===== src/mse_ram.sv =====
// ----------------------------------------------------------------------------
// mse_ram
// Generic single-write, single-read RAM with a registered read port.
// ----------------------------------------------------------------------------
module mse_ram #(
  parameter int WIDTH = 32,
  parameter int DEPTH = 32
) (
  input  logic                     clk,
  input  logic                     we,
  input  logic [$clog2(DEPTH)-1:0] waddr,
  input  logic [WIDTH-1:0]         wdata,
  input  logic [$clog2(DEPTH)-1:0] raddr,
  output logic [WIDTH-1:0]         rdata
);
  logic [WIDTH-1:0] mem [DEPTH];

  always_ff @(posedge clk) begin
    if (we) begin
      mem[waddr] <= wdata;
    end
    rdata <= mem[raddr];
  end
endmodule


===== config.mk =====
export PLATFORM = sky130hd
export DESIGN_NAME = mse_ram
export DESIGN_NICKNAME = d
export VERILOG_FILES = /design/src/mse_ram.sv
export SDC_FILE = /design/constraint.sdc
export NUM_CORES = 1
export LEC_CHECK = 0
export ABC_CLOCK_PERIOD_IN_PS = 4200
export BUFFER_PORTS_ARGS = -buffer_cell sky130_fd_sc_hd__buf_4
export CAP_MARGIN = 20
export CORE_MARGIN = 8
export CORE_UTILIZATION = 30
export DETAILED_ROUTE_END_ITERATION = 7
export PLACE_DENSITY_LB_ADDON = 0.15
export SETUP_SLACK_MARGIN = 0.3
export SYNTH_ARGS = -nofsm -noshare
export SYNTH_HDL_FRONTEND = slang
export SYNTH_SLANG_ARGS = --single-unit

===== constraint.sdc =====
create_clock -name clk -period 4.2 [get_ports clk]
set_clock_uncertainty 0.2 [all_clocks]
set_input_delay 0.42 -clock clk [delete_from_list [all_inputs] [get_ports clk]]
set_output_delay 0.42 -clock clk [all_outputs]
set_load 0.005 [all_outputs]

# After elaboration in Yosys (flattened, before gate mapping)
# Memories as Yosys holds them, arrays and structs flattened. A register that Yosys moved wholly into a read port is not among the register bits.
# Index checks and enable logic that the tools add are counted.
# Widths: inputs -> output; s select.
[totals]
regBits = 0
ramBits = 1024
inputBits = 44
output_inout_bits = 32
word_cells = 3
n_memories = 1
[classes]
mux = 2
[mem_list]
columns = ["memory", "depth", "word_bits", "rd", "rd_ports_with_merged_regs", "write_ports", "line", "source"]
rows = [
  ["mem", 32, 32, 1, 1, 1, "16", "logic [WIDTH-1:0] mem [DEPTH];"],
]
[ops]
columns = ["op", "count"]
rows = [
  ["$mux 1", 2],
]

# Depth between registers and ports, before layout
[depth]
word_depth = 2
ltp_mapped = 8
ltp_nobuf = 5

# Least setup slack after synthesis
# Ideal clock, no wire load.
[synth_path]
path_type = "input port to flip-flop"
start = "input port waddr[1]"
end = "memory mem[12][0], enable pin"
arrival_ns = 2.433
slack_ns = 1.146
cell_stages = 3
path_cell_list = "or3b_2 clkbuf_1 nor2_1"
[synth_rtl]
columns = ["element", "line", "source"]
rows = [
  ["from (decl)", "11", "input logic [$clog2(DEPTH)-1:0] waddr,"],
  ["to (decl)", "16", ""],
]
# Straight into the memory's write port.

==> results.txt <==
Critical Path Slowest Stage Cell = nor2b_4
Peak Freq = 363.6 MHz
# H-tree levels = 3
Vias in the first global route = 21780
Clock power frac = 43.7%
Max incr delay on CP = 0.58 ns
Root Driver = clkbuf_16
Util after Layout = 35.87%
Gate Count Post-Synth = 2260
Fin Setup TNS = 0 ns
Skew-Pair Late Insertion Delay = 0.70 ns
Die Area = 0.1470 mm²
Post-synthesis async set-or-reset flop share = 0%
Final Hold Viols = 0
Gpl congestion = 0.7434
Die Wd = 383.4 µm
Synth top area share = 75.95%
Final period utilization = 65.48%
Seq/Total Area, Yosys = 77.54%
Status = finished, final reports clean
Largest net degree at the start of global routing = 56
Worst Path Required = 4.44 ns
Slew Limit Fails = 0
Synth Flop Type = edfxtp_1
Grt ovf = 0
Via-to-Cell Ratio = 4.888
Via count = 21110
RSZ-0062 raised after global routing = no
Nets = 2496
DR WL/cell = 27.17 µm
Mapped Nets = 2304
Worst hold slack = 0.07730 ns
Reg clk slew, reported paths = 0.06 ns
Worst path cell trace = dlygate4sd3_1, buf_4, nor2b_4, buf_4, a22o_1, nor3_1, a31oi_1, nand3_1
CP Launch Type = input port
CTS tree = built
Final HPWL DP = 67.72 mm
I/O pin count = 76
Post-synth top area cell = edfxtp_1
Sequential fraction of design power = 50.9%
Number of enable flip-flop cells after synthesis = 1024
Hold Path Class = input port to register
Setup CP Type = input port to register
DR pass1 iterations = 5
Die Y = 383.4 µm
DR iter-0 viols = 1673
Net Sw Power = 5.062 mW
Core area = 0.1336 mm²
Leakage = 16.51 nW
Overall routing resource usage = 15.60%
First-pass GRT wire length = 166.5 mm
Layout overhead on the synthesized area = 18.39%
P_int = 18.11 mW
Slew @ Worst Pin = 1.045 ns
IO buf count = 75
Post-layout minimum cycle time = 2.750 ns
Share of cells above drive strength 1 = 14.82%
Comb pwr share = 5.4%
Max-cap violations = 0
Yosys reg bits = 1056
Initial antenna violation count = 6
Power density cells = 483.5 mW/mm²
Worst IR Drop VDD = 0.0003426 V
Synth cell types = 25
Sw Share = 21.84%
Area contributors post-synth = edfxtp_1, mux2i_1, a22oi_1, dfxtp_1, a22o_1
Critical path capture point type = register
TritonCTS Sinks = 1056
Std cell rows = 134
CP Max Fanout = 20
YS warnings = 0
Slew HR = 30.16%
Total CTS buffers = 113
Post-route DRC = 0
Most used cell, CP = buf_4
Post-Route WL = 117.4 mm
Post-synth top cells = edfxtp_1, mux2i_1, nand2_1, nand3_1
Number of routed nets with antenna violations = 0
Count leader, synth = edfxtp_1
Initial Utilization = 30.30%
Final setup fails = 0
Max clock buf depth = 3
Mapped Area = 0.04049 mm²
Syn avg cell area = 17.91 µm²
CP arrival = 2.99 ns
[sequential cells by signal (all words and copies together), names as in the netlist]
register	count
mem	1024
rdata	32
[area by class of cell]
| class | instances | area, µm² |
|---|---|---|
| clock inverter | 64 | 747.0 |
| sequential | 1056 | 31390 |
| multi-input combinational | 1077 | 8610 |
| antenna | 2 | 5.005 |
| clock buffer | 149 | 3043 |
| tap | 1768 | 2212 |
| fill | 12450 | 85690 |
| timing repair buffer | 204 | 1924 |
[worst max-delay path: cells and delay by family]
kind	cells	cell delay, ns
and+or+nand+nor	3	0.98
AOI/OAI and AO/OA	2	0.50
buffers and inverters	3	1.08
[cells in the final DEF (no fill, tap or decap)]
cell type / count
clkinvlp_4: 2
nor2_1: 1
a31oi_1: 32
clkbuf_1: 28
clkinv_16: 1
inv_6: 1
edfxtp_1: 1024
nand3_1: 98
nor2b_4: 1
clkbuf_8: 8
nor2_4: 33
or3b_2: 3
dlygate4sd3_1: 34
nor3_1: 32
or2_2: 1
and2b_4: 1
a22oi_1: 96
a22o_1: 64
nand2b_2: 2
clkinv_4: 1
or3_1: 1
nand2_2: 1
nand3b_1: 5
buf_4: 145
a21oi_1: 96
clkinv_8: 3
mux2i_1: 512
diode_2: 2
buf_8: 1
clkinv_1: 20
bufinv_16: 14
clkinv_2: 20
inv_16: 2
buf_12: 24
nand2_1: 97
and2_4: 1
clkbuf_16: 113
dfxtp_1: 32
[power by group through the flow]
| stage | logic (mW) | registers [mW] | clock network (mW) |
|---|---|---|---|
| global route | 1.34 | 11.8 | 10.8 |
| global placement | 1.24 | 12.0 | 0 |
| floorplan | 0.605 | 12.0 | 0 |
| detailed placement | 1.25 | 12.0 | 0 |
| CTS | 1.28 | 11.8 | 10.3 |
| finish | 1.25 | 11.8 | 10.1 |
[layer usage]
| layer | routed length (µm) | up-vias | track usage, % |
|---|---|---|---|
| li1 | - | 9386 | - |
| met1 | 52770 | 11160 | 20.97 |
| met3 | 4583 | 118 | 2.236 |
| met2 | 58150 | 452 | 26.81 |
| met5 | 12 | - | 0 |
| met4 | 1858 | 2 | 3.479 |
[final timing paths]
kind                from  slack, ns   endpoint  depth (start not counted)
max reg2reg   mem[6][22]       2.32  rdata[22]                          5
min             raddr[1]       0.08  rdata[20]                          5
max             raddr[2]       1.45  rdata[22]                          8
min reg2reg  mem[16][28]       0.41  rdata[28]                          4
[cells by family after synthesis]
family,share of synthesized area (%)
AOI/OAI and AO/OA,4.846
buffers and inverters,1.860
DFF,77.53
muxes,12.66
and+or+nand+nor,3.100
[timing repair]
action,4_1_cts,5_1_grt
hold buffers,34,0
resized for setup,0,0
setup buffers,0,0
endpoints found under the hold margin,1004,0
[through the flow]
step	power [mW]	area, µm²	cells	worst slack, ns
6_report	23.17	47930	4320	1.450
3_3_place_gp	13.26	43760	4069	1.015
5_1_grt	23.90	47930	4318	1.424
2_1_floorplan	12.58	40490	2260	1.146
4_1_cts	23.43	47910	4317	1.468
3_5_place_dp	13.27	43780	4070	1.002
Note: power is estimated with default switching activity, not from simulation.
